==> config.mk <==
export PLATFORM = sky130hd
export DESIGN_NAME = geohash_encoder_core_flat
export DESIGN_NICKNAME = d
export VERILOG_FILES = /design/src/sv/gh_pkg.sv /design/src/sv/gh_if.sv /design/src/sv/gh_div.sv /design/src/sv/gh_emit.sv /design/src/sv/geohash_encoder_core.sv /design/src/flat_wrapper.sv
export SDC_FILE = /design/constraint.sdc
export NUM_CORES = 2
export LEC_CHECK = 0
export ABC_AREA = 1
export BUFFER_PORTS_ARGS = -buffer_cell sky130_fd_sc_hd__buf_2
export CAP_MARGIN = 20
export CELL_PAD_IN_SITES_DETAIL_PLACEMENT = 1
export CELL_PAD_IN_SITES_GLOBAL_PLACEMENT = 1
export CORE_MARGIN = 8
export CORE_UTILIZATION = 51
export DETAILED_ROUTE_END_ITERATION = 10
export PLACE_DENSITY_LB_ADDON = 0.1
export SLEW_MARGIN = 10
export SYNTH_ARGS = -nofsm -noshare
export SYNTH_HDL_FRONTEND = slang
export SYNTH_SLANG_ARGS = --single-unit
==> constraint.sdc <==
create_clock -name i_clk -period 22.3 [get_ports i_clk]
set_clock_uncertainty 0.1 [all_clocks]
set_input_delay 3.345 -clock i_clk [delete_from_list [all_inputs] [get_ports i_clk]]
set_output_delay 3.345 -clock i_clk [all_outputs]
set_load 0.05 [all_outputs]
==> src/sv/gh_pkg.sv <==
// Shared types, constants and helpers for the geohash encoder.
package gh_pkg;

    localparam int MAX_PRECISION = 20;
    localparam int PREC_W        = 5;
    localparam int FRAC_W        = 52;
    localparam int CODE_BITS     = 2 * FRAC_W;

    // 360 and 180 degrees scaled by 2^52, 90 degrees scaled by 2^52
    localparam logic [61:0] LON_MOD  = 62'd360 << FRAC_W;
    localparam logic [61:0] LON_HALF = 62'd180 << FRAC_W;
    localparam logic [59:0] LAT_LIM  = 60'd90 << FRAC_W;

    localparam logic [8:0] LON_DIV = 9'd360;
    localparam logic [8:0] LAT_DIV = 9'd180;

    localparam logic [8*32-1:0] GH_ALPHABET = "0123456789bcdefghjkmnpqrstuvwxyz";

    typedef enum logic [1:0] {
        ST_OK         = 2'd0,
        ST_NOT_FINITE = 2'd1,
        ST_BAD_LAT    = 2'd2
    } t_status;

    // Handoff from the converter to the character emitter
    typedef struct packed {
        logic                load;
        t_status             status;
        logic [PREC_W-1:0]   prec;
        logic [FRAC_W-1:0]   lat_frac;
        logic [FRAC_W-1:0]   lon_frac;
    } t_emit_req;

    function automatic logic [7:0] gh_char(input logic [4:0] code);
        gh_char = GH_ALPHABET[8*(31-int'(code)) +: 8];
    endfunction

endpackage

==> src/sv/gh_if.sv <==
// Handshake channel interfaces for points in and hash characters out.
interface gh_in_if;
    logic        valid;
    logic        ready;
    logic [63:0] latitude_bits;
    logic [63:0] longitude_bits;
    modport source(output valid, latitude_bits, longitude_bits, input ready);
    modport sink(input valid, latitude_bits, longitude_bits, output ready);
endinterface

interface gh_out_if;
    logic       valid;
    logic       ready;
    logic [7:0] hash_char;
    logic [1:0] status;
    logic       last;
    modport source(output valid, hash_char, status, last, input ready);
    modport sink(input valid, hash_char, status, last, output ready);
endinterface

==> src/sv/gh_div.sv <==
// Bit-serial restoring divider: 52 quotient bits, one per cycle.
module gh_div (
    input  logic                      i_clk,
    input  logic                      i_rst_n,
    input  logic                      i_start,
    input  logic [60:0]               i_dividend,
    input  logic [8:0]                i_divisor,
    output logic                      o_done,
    output logic [gh_pkg::FRAC_W-1:0] o_quot
);

    logic [60:0]               r_rem;
    logic [59:0]               r_den;
    logic [gh_pkg::FRAC_W-1:0] r_quot;
    logic [5:0]                r_cnt;
    logic                      r_busy;
    logic                      r_done;
    logic                      n_ge;

    assign n_ge   = r_rem >= {1'b0, r_den};
    assign o_done = r_done;
    assign o_quot = r_quot;

    always_ff @(posedge i_clk) begin
        if (!i_rst_n) begin
            r_busy <= 1'b0;
            r_done <= 1'b0;
            r_cnt  <= '0;
        end else begin
            r_done <= 1'b0;
            if (i_start) begin
                r_rem  <= i_dividend;
                r_den  <= {i_divisor, 51'd0};
                r_cnt  <= 6'(gh_pkg::FRAC_W);
                r_busy <= 1'b1;
            end else if (r_busy) begin
                if (n_ge) begin
                    r_rem <= r_rem - {1'b0, r_den};
                end
                r_quot <= {r_quot[gh_pkg::FRAC_W-2:0], n_ge};
                r_den  <= r_den >> 1;
                r_cnt  <= r_cnt - 6'd1;
                if (r_cnt == 6'd1) begin
                    r_busy <= 1'b0;
                    r_done <= 1'b1;
                end
            end
        end
    end

endmodule

==> src/sv/gh_emit.sv <==
// Character emitter: interleaves the fractions and sends one base32 char per transaction.
module gh_emit (
    input  logic              i_clk,
    input  logic              i_rst_n,
    input  gh_pkg::t_emit_req i_req,
    output logic              o_load_ready,
    gh_out_if.source          o_out
);

    logic [gh_pkg::CODE_BITS-1:0] n_bits;
    logic [gh_pkg::CODE_BITS-1:0] r_bits;
    logic [gh_pkg::PREC_W-1:0]    r_left;
    logic                         r_valid;
    logic [7:0]                   r_char;
    gh_pkg::t_status              r_status;
    logic                         r_last;

    // longitude bit first, then latitude, MSB first
    always_comb begin
        for (int i = 0; i < gh_pkg::FRAC_W; i++) begin
            n_bits[2*i+1] = i_req.lon_frac[i];
            n_bits[2*i]   = i_req.lat_frac[i];
        end
    end

    assign o_load_ready    = !r_valid;
    assign o_out.valid     = r_valid;
    assign o_out.hash_char = r_char;
    assign o_out.status    = r_status;
    assign o_out.last      = r_last;

    always_ff @(posedge i_clk) begin
        if (!i_rst_n) begin
            r_valid <= 1'b0;
        end else if (i_req.load) begin
            r_valid <= 1'b1;
            if (i_req.status != gh_pkg::ST_OK) begin
                r_char   <= 8'd0;
                r_status <= i_req.status;
                r_last   <= 1'b1;
                r_left   <= '0;
            end else begin
                r_char   <= gh_pkg::gh_char(n_bits[gh_pkg::CODE_BITS-1 -: 5]);
                r_status <= gh_pkg::ST_OK;
                r_bits   <= {n_bits[gh_pkg::CODE_BITS-6:0], 5'd0};
                r_left   <= i_req.prec - 5'd1;
                r_last   <= i_req.prec == 5'd1;
            end
        end else if (r_valid && o_out.ready) begin
            if (r_left != '0) begin
                r_char <= gh_pkg::gh_char(r_bits[gh_pkg::CODE_BITS-1 -: 5]);
                r_bits <= {r_bits[gh_pkg::CODE_BITS-6:0], 5'd0};
                r_left <= r_left - 5'd1;
                r_last <= r_left == 5'd1;
            end else begin
                r_valid <= 1'b0;
            end
        end
    end

endmodule

==> src/sv/geohash_encoder_core.sv <==
// Geohash encoder top level: double decode, serial reduction, division and emission.
//
//  channel | dir | payload                              | accepted when
//  i_in    | in  | latitude_bits, longitude_bits        | valid && ready
//  o_out   | out | hash_char, status, last              | valid && ready
//  i_cfg   | in  | precision (5 bits)                   | i_cfg_we high
//
// Per point: accept, then the shift loop (longitude mod-360 doubling, exponent folded by
// the period-12 order of 2 mod 45, or a right shift capped at 53, plus the exit check),
// the fixup states (round, negate, wrap, divider start), the dividers (52 quotient bits of
// both fractions in parallel, plus the done check) and the handoff, then one character per
// cycle while the output is ready.
// Not-finite points and latitudes of magnitude 128 or more skip to the handoff after
// the decode; other out-of-range latitudes leave at the negate step.
// Reset is synchronous, active low; precision resets to 9.
// The emitter holds its own copy of the result, so a new point is accepted while
// characters of the previous one still wait on a stalled output.
module geohash_encoder_core (
    input  logic                      i_clk,
    input  logic                      i_rst_n,
    input  logic                      i_cfg_we,
    input  logic [gh_pkg::PREC_W-1:0] i_cfg_data,
    gh_in_if.sink                     i_in,
    gh_out_if.source                  o_out
);

    typedef enum logic [2:0] {
        S_IDLE,
        S_SHIFT,
        S_ROUND,
        S_NEGATE,
        S_WRAP,
        S_DSTART,
        S_DIV,
        S_HAND
    } t_state;

    t_state                    r_state;
    logic [gh_pkg::PREC_W-1:0] r_precision;
    gh_pkg::t_status           r_status;

    // longitude datapath: residue mod 360*2^52 or right-shifted mantissa
    logic [61:0] r_lon_r;
    logic [6:0]  r_lon_cnt;
    logic        r_lon_left;
    logic        r_lon_stk;
    logic        r_lon_neg;

    // latitude datapath: magnitude, then offset value
    logic [59:0] r_lat_m;
    logic [6:0]  r_lat_cnt;
    logic        r_lat_left;
    logic        r_lat_stk;
    logic        r_lat_neg;

    // decode of the incoming transaction
    logic [10:0] n_lon_exp, n_lat_exp;
    logic [52:0] n_lon_mant, n_lat_mant;
    logic [10:0] n_lon_sh, n_lon_x;
    logic [22:0] n_lon_prod;
    logic [10:0] n_lon_rem;
    logic [6:0]  n_lon_cnt, n_lat_cnt;
    logic [10:0] n_lon_s, n_lat_s;
    logic        n_not_finite, n_lat_big;
    logic [61:0] n_lon_dbl;
    logic        n_lat_bad;
    logic [gh_pkg::PREC_W-1:0] n_prec;

    logic                      w_start;
    logic                      w_lat_done, w_lon_done;
    logic [gh_pkg::FRAC_W-1:0] w_lat_frac, w_lon_frac;
    logic                      w_load_ready;
    gh_pkg::t_emit_req         w_req;

    always_comb begin
        n_lon_exp  = i_in.longitude_bits[62:52];
        n_lat_exp  = i_in.latitude_bits[62:52];
        n_lon_mant = {n_lon_exp != 11'd0, i_in.longitude_bits[51:0]};
        n_lat_mant = {n_lat_exp != 11'd0, i_in.latitude_bits[51:0]};
        n_not_finite = (n_lon_exp == 11'h7FF) || (n_lat_exp == 11'h7FF);
        n_lat_big    = n_lat_exp >= 11'd1030;

        // left shifts past 66 fold by 12: 2^12 = 1 mod 45 and 360*2^52 = 45*2^55
        n_lon_sh   = n_lon_exp - 11'd1023;
        n_lon_x    = n_lon_sh - 11'd55;
        n_lon_prod = 23'(n_lon_x) * 23'd2731;
        n_lon_rem  = n_lon_x - 11'(11'd12 * 11'(n_lon_prod[22:15]));
        n_lon_s    = (n_lon_exp == 11'd0) ? 11'd1022 : 11'd1023 - n_lon_exp;
        n_lat_s    = (n_lat_exp == 11'd0) ? 11'd1022 : 11'd1023 - n_lat_exp;

        if (n_lon_exp >= 11'd1023) begin
            n_lon_cnt = (n_lon_sh >= 11'd67) ? 7'd55 + 7'(n_lon_rem[3:0]) : 7'(n_lon_sh);
        end else begin
            n_lon_cnt = (n_lon_s >= 11'd53) ? 7'd53 : 7'(n_lon_s);
        end
        if (n_lat_exp >= 11'd1023) begin
            n_lat_cnt = 7'(n_lat_exp - 11'd1023);
        end else begin
            n_lat_cnt = (n_lat_s >= 11'd53) ? 7'd53 : 7'(n_lat_s);
        end

        n_lon_dbl = {r_lon_r[60:0], 1'b0};
        n_lat_bad = r_lat_neg ? (r_lat_m > gh_pkg::LAT_LIM) : (r_lat_m >= gh_pkg::LAT_LIM);

        if (r_precision == '0) begin
            n_prec = 5'd1;
        end else if (r_precision > 5'(gh_pkg::MAX_PRECISION)) begin
            n_prec = 5'(gh_pkg::MAX_PRECISION);
        end else begin
            n_prec = r_precision;
        end
    end

    assign i_in.ready = r_state == S_IDLE;
    assign w_start    = r_state == S_DSTART;

    always_comb begin
        w_req.load     = (r_state == S_HAND) && w_load_ready;
        w_req.status   = r_status;
        w_req.prec     = n_prec;
        w_req.lat_frac = w_lat_frac;
        w_req.lon_frac = w_lon_frac;
    end

    always_ff @(posedge i_clk) begin
        if (!i_rst_n) begin
            r_state     <= S_IDLE;
            r_precision <= 5'd9;
            r_status    <= gh_pkg::ST_OK;
        end else begin
            if (i_cfg_we) begin
                r_precision <= i_cfg_data;
            end
            case (r_state)
                S_IDLE: begin
                    if (i_in.valid) begin
                        r_lon_neg  <= i_in.longitude_bits[63];
                        r_lat_neg  <= i_in.latitude_bits[63];
                        r_lon_r    <= 62'(n_lon_mant);
                        r_lat_m    <= 60'(n_lat_mant);
                        r_lon_cnt  <= n_lon_cnt;
                        r_lat_cnt  <= n_lat_cnt;
                        r_lon_left <= n_lon_exp >= 11'd1023;
                        r_lat_left <= n_lat_exp >= 11'd1023;
                        r_lon_stk  <= 1'b0;
                        r_lat_stk  <= 1'b0;
                        if (n_not_finite) begin
                            r_status <= gh_pkg::ST_NOT_FINITE;
                            r_state  <= S_HAND;
                        end else if (n_lat_big) begin
                            r_status <= gh_pkg::ST_BAD_LAT;
                            r_state  <= S_HAND;
                        end else begin
                            r_status <= gh_pkg::ST_OK;
                            r_state  <= S_SHIFT;
                        end
                    end
                end
                S_SHIFT: begin
                    if (r_lon_cnt != 7'd0) begin
                        if (r_lon_left) begin
                            r_lon_r <= (n_lon_dbl >= gh_pkg::LON_MOD)
                                       ? n_lon_dbl - gh_pkg::LON_MOD : n_lon_dbl;
                        end else begin
                            r_lon_r   <= r_lon_r >> 1;
                            r_lon_stk <= r_lon_stk | r_lon_r[0];
                        end
                        r_lon_cnt <= r_lon_cnt - 7'd1;
                    end
                    if (r_lat_cnt != 7'd0) begin
                        if (r_lat_left) begin
                            r_lat_m <= {r_lat_m[58:0], 1'b0};
                        end else begin
                            r_lat_m   <= r_lat_m >> 1;
                            r_lat_stk <= r_lat_stk | r_lat_m[0];
                        end
                        r_lat_cnt <= r_lat_cnt - 7'd1;
                    end
                    if (r_lon_cnt == 7'd0 && r_lat_cnt == 7'd0) begin
                        r_state <= S_ROUND;
                    end
                end
                S_ROUND: begin
                    // negative values round away from zero (floor)
                    r_lon_r <= r_lon_r + 62'(r_lon_stk & r_lon_neg);
                    r_lat_m <= r_lat_m + 60'(r_lat_stk & r_lat_neg);
                    r_state <= S_NEGATE;
                end
                S_NEGATE: begin
                    if (r_lon_neg && r_lon_r != '0) begin
                        r_lon_r <= gh_pkg::LON_MOD - r_lon_r;
                    end
                    if (n_lat_bad) begin
                        r_status <= gh_pkg::ST_BAD_LAT;
                        r_state  <= S_HAND;
                    end else begin
                        r_lat_m <= r_lat_neg ? gh_pkg::LAT_LIM - r_lat_m
                                             : gh_pkg::LAT_LIM + r_lat_m;
                        r_state <= S_WRAP;
                    end
                end
                S_WRAP: begin
                    // +180 mod 360
                    r_lon_r <= (r_lon_r >= gh_pkg::LON_HALF) ? r_lon_r - gh_pkg::LON_HALF
                                                             : r_lon_r + gh_pkg::LON_HALF;
                    r_state <= S_DSTART;
                end
                S_DSTART: begin
                    r_state <= S_DIV;
                end
                S_DIV: begin
                    if (w_lat_done && w_lon_done) begin
                        r_state <= S_HAND;
                    end
                end
                S_HAND: begin
                    if (w_load_ready) begin
                        r_state <= S_IDLE;
                    end
                end
                default: begin
                    r_state <= S_IDLE;
                end
            endcase
        end
    end

    gh_div u_div_lon (
        .i_clk      (i_clk),
        .i_rst_n    (i_rst_n),
        .i_start    (w_start),
        .i_dividend (r_lon_r[60:0]),
        .i_divisor  (gh_pkg::LON_DIV),
        .o_done     (w_lon_done),
        .o_quot     (w_lon_frac)
    );

    gh_div u_div_lat (
        .i_clk      (i_clk),
        .i_rst_n    (i_rst_n),
        .i_start    (w_start),
        .i_dividend ({1'b0, r_lat_m}),
        .i_divisor  (gh_pkg::LAT_DIV),
        .o_done     (w_lat_done),
        .o_quot     (w_lat_frac)
    );

    gh_emit u_emit (
        .i_clk        (i_clk),
        .i_rst_n      (i_rst_n),
        .i_req        (w_req),
        .o_load_ready (w_load_ready),
        .o_out        (o_out)
    );

`ifndef SYNTHESIS
    a_ok_char_nonzero: assert property (@(posedge i_clk) disable iff (!i_rst_n)
        (o_out.valid && o_out.status == gh_pkg::ST_OK) |-> (o_out.hash_char != 8'd0))
        else $error("ok transaction carries a zero character");

    a_error_is_last: assert property (@(posedge i_clk) disable iff (!i_rst_n)
        (o_out.valid && o_out.status != gh_pkg::ST_OK) |-> (o_out.last && o_out.hash_char == 8'd0))
        else $error("error transaction not marked last or carries a character");

    a_one_point_at_a_time: assert property (@(posedge i_clk) disable iff (!i_rst_n)
        (i_in.valid && i_in.ready) |=> !i_in.ready)
        else $error("input taken while a point is in flight");

    a_dividers_in_step: assert property (@(posedge i_clk) disable iff (!i_rst_n)
        w_lat_done == w_lon_done)
        else $error("latitude and longitude dividers out of step");
`endif

endmodule
==> src/flat_wrapper.sv <==
// flat-port wrapper written by rule: the top's interface ports become plain ports
module geohash_encoder_core_flat 
  (i_clk, i_rst_n, i_cfg_we, i_cfg_data, i_in_valid, i_in_latitude_bits, i_in_longitude_bits, i_in_ready, o_out_valid, o_out_hash_char, o_out_status, o_out_last, o_out_ready);
  gh_in_if i_in_i ();
  gh_out_if o_out_i ();
  input  logic i_clk;
  input  logic i_rst_n;
  input  logic i_cfg_we;
  input  logic [gh_pkg::PREC_W-1:0] i_cfg_data;
  input wire logic [$bits(i_in_i.valid)-1:0] i_in_valid;
  input wire logic [$bits(i_in_i.latitude_bits)-1:0] i_in_latitude_bits;
  input wire logic [$bits(i_in_i.longitude_bits)-1:0] i_in_longitude_bits;
  output wire logic [$bits(i_in_i.ready)-1:0] i_in_ready;
  output wire logic [$bits(o_out_i.valid)-1:0] o_out_valid;
  output wire logic [$bits(o_out_i.hash_char)-1:0] o_out_hash_char;
  output wire logic [$bits(o_out_i.status)-1:0] o_out_status;
  output wire logic [$bits(o_out_i.last)-1:0] o_out_last;
  input wire logic [$bits(o_out_i.ready)-1:0] o_out_ready;
  assign i_in_i.valid = i_in_valid;
  assign i_in_i.latitude_bits = i_in_latitude_bits;
  assign i_in_i.longitude_bits = i_in_longitude_bits;
  assign i_in_ready = i_in_i.ready;
  assign o_out_valid = o_out_i.valid;
  assign o_out_hash_char = o_out_i.hash_char;
  assign o_out_status = o_out_i.status;
  assign o_out_last = o_out_i.last;
  assign o_out_i.ready = o_out_ready;
  geohash_encoder_core u_core (.i_clk(i_clk), .i_rst_n(i_rst_n), .i_cfg_we(i_cfg_we), .i_cfg_data(i_cfg_data), .i_in(i_in_i), .o_out(o_out_i));
endmodule
==> results.md <==
- The run finished with clean final reports.
- After legalization and detailed placement, the total HPWL measured between 100,000 and 150,000 um.
- Of all cell types, the one taking the most synthesized area is edfxtp_1.
- In this run the power spent charging and discharging nets is 0.002764 W.
- After synthesis the cells add up to 47,850 um^2.
- After synthesis the netlist holds a flip-flop and latch count of 628.
- The tool flagged a number of max-cap violations equal to 0.
- The highest fanout seen on the critical path is 14.
- The top-level port count is 151.
- Of the total power, the share spent switching nets is 0.4705.
- Cell internal power was estimated by the tool at 0.003111 W.
- The number of hold buffers added after CTS was 0.
- The areal power density over the cells is 112.3 nW/um^2.
- In the final routed layout, each cell accounts on average for 25.38 um.
- The cell type of the slowest stage on the worst timing path is fa_1.
- The tree is rooted in a clkbuf_16.
- The clock tree from TritonCTS is yes.
- TritonCTS created 75 clock buffers.
- The worst setup path is launched from a primary input.
- Of the post-synthesis cell area, the dominant cell type holds 0.3771.
- The most repeated library cell on the critical path is nand2_1.
- In the global route stage, overall resource usage came out at 0.3759.
- Summing over every cut layer, the via total after detailed routing is 49,500.
- The first global-routing pass estimated ~300,000 um of wire.
- The clock period could shrink to 9.875 ns.
- For this run, the post-layout net count is 7,005.
- The area inside the core boundary is 93,190 um^2.
- The static leakage power is between 20 and 25 nW.
- The die boundary width is 322.3 um.
- The post-synthesis instance total is between 6,000 and 7,000.
- The maximum clock path buffer count is 3.
- The number of synthesis warnings is 0.
- The number of resized instances in the post-cts repair step is 0.
- Setup violations remaining at the end of the flow were counted as 0.
- In the post-synthesis netlist, the biggest area contributors are edfxtp_1 38%, nand2_1 12%, inv_1 7.5%.
- Dividing the detail-routed via count by the number of cells gives 6.228.
- The synthesized net count is 6,951.
- At the placement stage, the worst setup path has a slack of 11.77 ns.
- Timing would allow up to 0.1013 GHz.
- The total count of max-transition violations in the final report was 0.
- Entering global routing, the biggest net connects 110 pins.
- For this configuration, the core starts out at a cell density of 0.5135.
- The share of total power dissipated in the clock network is 0.229.
- From synthesis to final layout, the design area changed by 9.355%.
- The share of total power dissipated in combinational logic is 0.443.
- The number of hold violations in the final report is 0.
- The kind of critical path is in2reg.
- Counting flops with an async set or reset pin after synthesis yields a share of 0.
- The count of buffers added on input and output ports is approximately 150.
- The worst path meets setup with 12.42 ns of slack.
- The final period utilization is 0.4428.
- The die span in y is approximately 320 um.
- The H-tree depth is 3.
- The number of clock sinks is 628.
- Of the total power, registers draw 0.328.
- The number of antenna violations at the first check in global routing is 14.
- The DRC violation total after the first TritonRoute iteration is 5,618.
- The synthesized area per cell is slightly above 7 um^2.
- Setup repair after global routing left no endpoint under its margin.
- The slew at the pin with the worst max-slew slack is about 1.2 ns.
- The clock edge transition at the registers on the reported setup and hold paths is about 0.080 ns.
- STA puts the critical path data required time at 22.61 ns.
- The flip-flop cell with the highest count after synthesis is edfxtp_1.
- The nature of the critical path endpoint is a register.
- The post-synthesis sequential area ratio is 0.3884.
- STA puts the critical path data arrival time at 10.19 ns.
- After synthesis, the netlist uses 63 different library cells.
- The detail route stage leaves a number of antenna-violating nets equal to 0.
- The path class of the lowest-slack min-delay path is reg2reg.
- The highest ir drop seen on vdd is between 0.15 and 0.2 mV.
- The design draws ~0.0059 W.
- The sum of negative setup slack is 0 ns.
- In this run the post-CTS setup repair buffer count came out at 0.
- The overall die area is 103,900 um^2.
- The wire length reported by the detailed router is 201,800 um.
- The first TritonRoute pass finished after 6 iterations.
- The number of core rows is roughly 110.
- The count of flip-flops with a built-in enable after synthesis is 601.
- The weighted congestion reported at the end of routability-driven placement is 1.035.
- The number of global-route vias before repair is 50,570.
- In this run the tightest slew margin relative to its limit is 0.1866.
- The detailed-route DRC error count is 0.
- The stage delay of the slowest cell on the critical path is between 0.5 and 0.6 ns.
- The clock latency at the later pin of the worst-skew pair is 0.69 ns.
- The remaining global-route overflow is 0.
- The fraction of layout instances using a drive strength above 1 is 0.07176.
==> cell usage in the layout, fill, tap and decap left out, types with 21 or more instances in the layout <==
cell	n
fa_1	31
xnor2_1	48
edfxtp_1	601
nor3_1	130
a21oi_1	383
buf_4	34
inv_2	27
or2_2	54
inv_1	944
clkbuf_16	75
nor2_1	676
ha_1	208
xor2_1	56
buf_2	149
o2111ai_1	55
nand3_1	435
nand4_1	204
nand3b_1	21
clkinv_1	22
dfxtp_1	27
o21ai_0	524
o211ai_1	32
a31oi_1	41
nor4_1	42
nand2_1	1592
==> through the flow <==
step / hold WS, ns / utilization / cells / cell area [um^2]
after global placement: 0.3302 / 0.5327 / 7802 / 49640
final: 0.3458 / 0.5616 / 7948 / 52330
after detailed placement: 0.3379 / 0.5328 / 7803 / 49650
after global routing: 0.3489 / 0.5615 / 7944 / 52320
after CTS: 0.3549 / 0.5611 / 7941 / 52290
after floorplan: 0.3264 / - / 6574 / 47850
==> cells by family (layout without fill, tap and decap cells) <==
logic type,Yosys count,after routing,share of synthesized area
and+or+nand+nor,3258,3258,0.2976
AOI/OAI and AO/OA,1147,1147,0.1319
DFF,628,628,0.3884
buffers and inverters,1197,1312,0.09562
xor gates and xnor gates,104,104,0.01903
other,1,6,0.00007836
adders and majority gates,239,239,0.06735
==> critical path: cells and delay by family <==
family        cells  cell delay (ns)
simple gates     26             2.67
buf+inv           8             0.82
fa+ha+maj         8             3.07
xor+xnor          1             0.28
==> sequential cells by signal, indices dropped and copies added, names as in the netlist, 7 cells and up <==
signal / count
u_core.u_emit.r_bits: 99
u_core.u_div_lon.r_rem: 61
u_core.r_lat_m: 60
u_core.u_emit.o_out.hash_char: 7
u_core.r_lat_cnt: 7
u_core.r_lon_cnt: 7
u_core.r_lon_r: 62
u_core.u_div_lon.o_quot: 52
u_core.u_div_lat.r_rem: 61
u_core.u_div_lat.r_den: 59
u_core.u_div_lon.r_den: 60
u_core.u_div_lat.o_quot: 52
==> final timing paths <==
kind	start	endpoint	slack (ns)	cells after the start
setup / recovery	i_in_longitude_bits[52]	u_core.r_lon_cnt[3]$_DFFE_PP_	12.42	43
hold / removal	u_core.u_div_lat.o_quot[6]$_DFFE_PP_	u_core.u_div_lat.o_quot[7]$_DFFE_PP_	0.35	0
hold reg to reg	u_core.u_div_lat.o_quot[6]$_DFFE_PP_	u_core.u_div_lat.o_quot[7]$_DFFE_PP_	0.35	0
setup reg to reg	u_core.r_state[2]$_SDFFE_PN0P_	u_core.u_emit.r_bits[22]$_DFFE_PP_	17.65	10
==> routing by layer <==
layer	vias up	global-route usage	routed length, um
met5	-	0	66
met4	10	0.1734	10560
met3	578	0.07487	18340
met2	2533	0.6027	91040
met1	24200	0.4897	81750
li1	22180	-	-
==> synth_stat cells (48+ instances only) <==
cell type,count
nor2_1,683
ha_1,208
xor2_1,56
xnor2_1,48
o21ai_0,524
clkbuf_1,148
a21oi_1,384
nand3_1,435
nand4_1,204
or2_2,54
o2111ai_1,55
edfxtp_1,601
nand2_1,1592
inv_1,951
nor3_1,130
==> area by class of cell <==
| class | count | area (um^2) |
|---|---|---|
| antenna | 5 | 12.51 |
| clock inverter | 50 | 661.9 |
| fill | 11920 | 40860 |
| tap | 1254 | 1569 |
| inverter | 989 | 3725 |
| multi-input combinational | 4749 | 24770 |
| clock buffer | 88 | 1976 |
| timing repair buffer | 185 | 1033 |
| sequential | 628 | 18590 |
==> power by group through the flow <==
stage,registers (W),logic [W],clock network [W]
global route,0.00194,0.00285,0.00139
global placement,0.00191,0.00242,0
finish,0.00193,0.00260,0.00135
CTS,0.00190,0.00255,0.00135
detailed placement,0.00192,0.00250,0
floorplan,0.00174,0.00180,0
No activity file was read; power rests on OpenSTA's default activity.
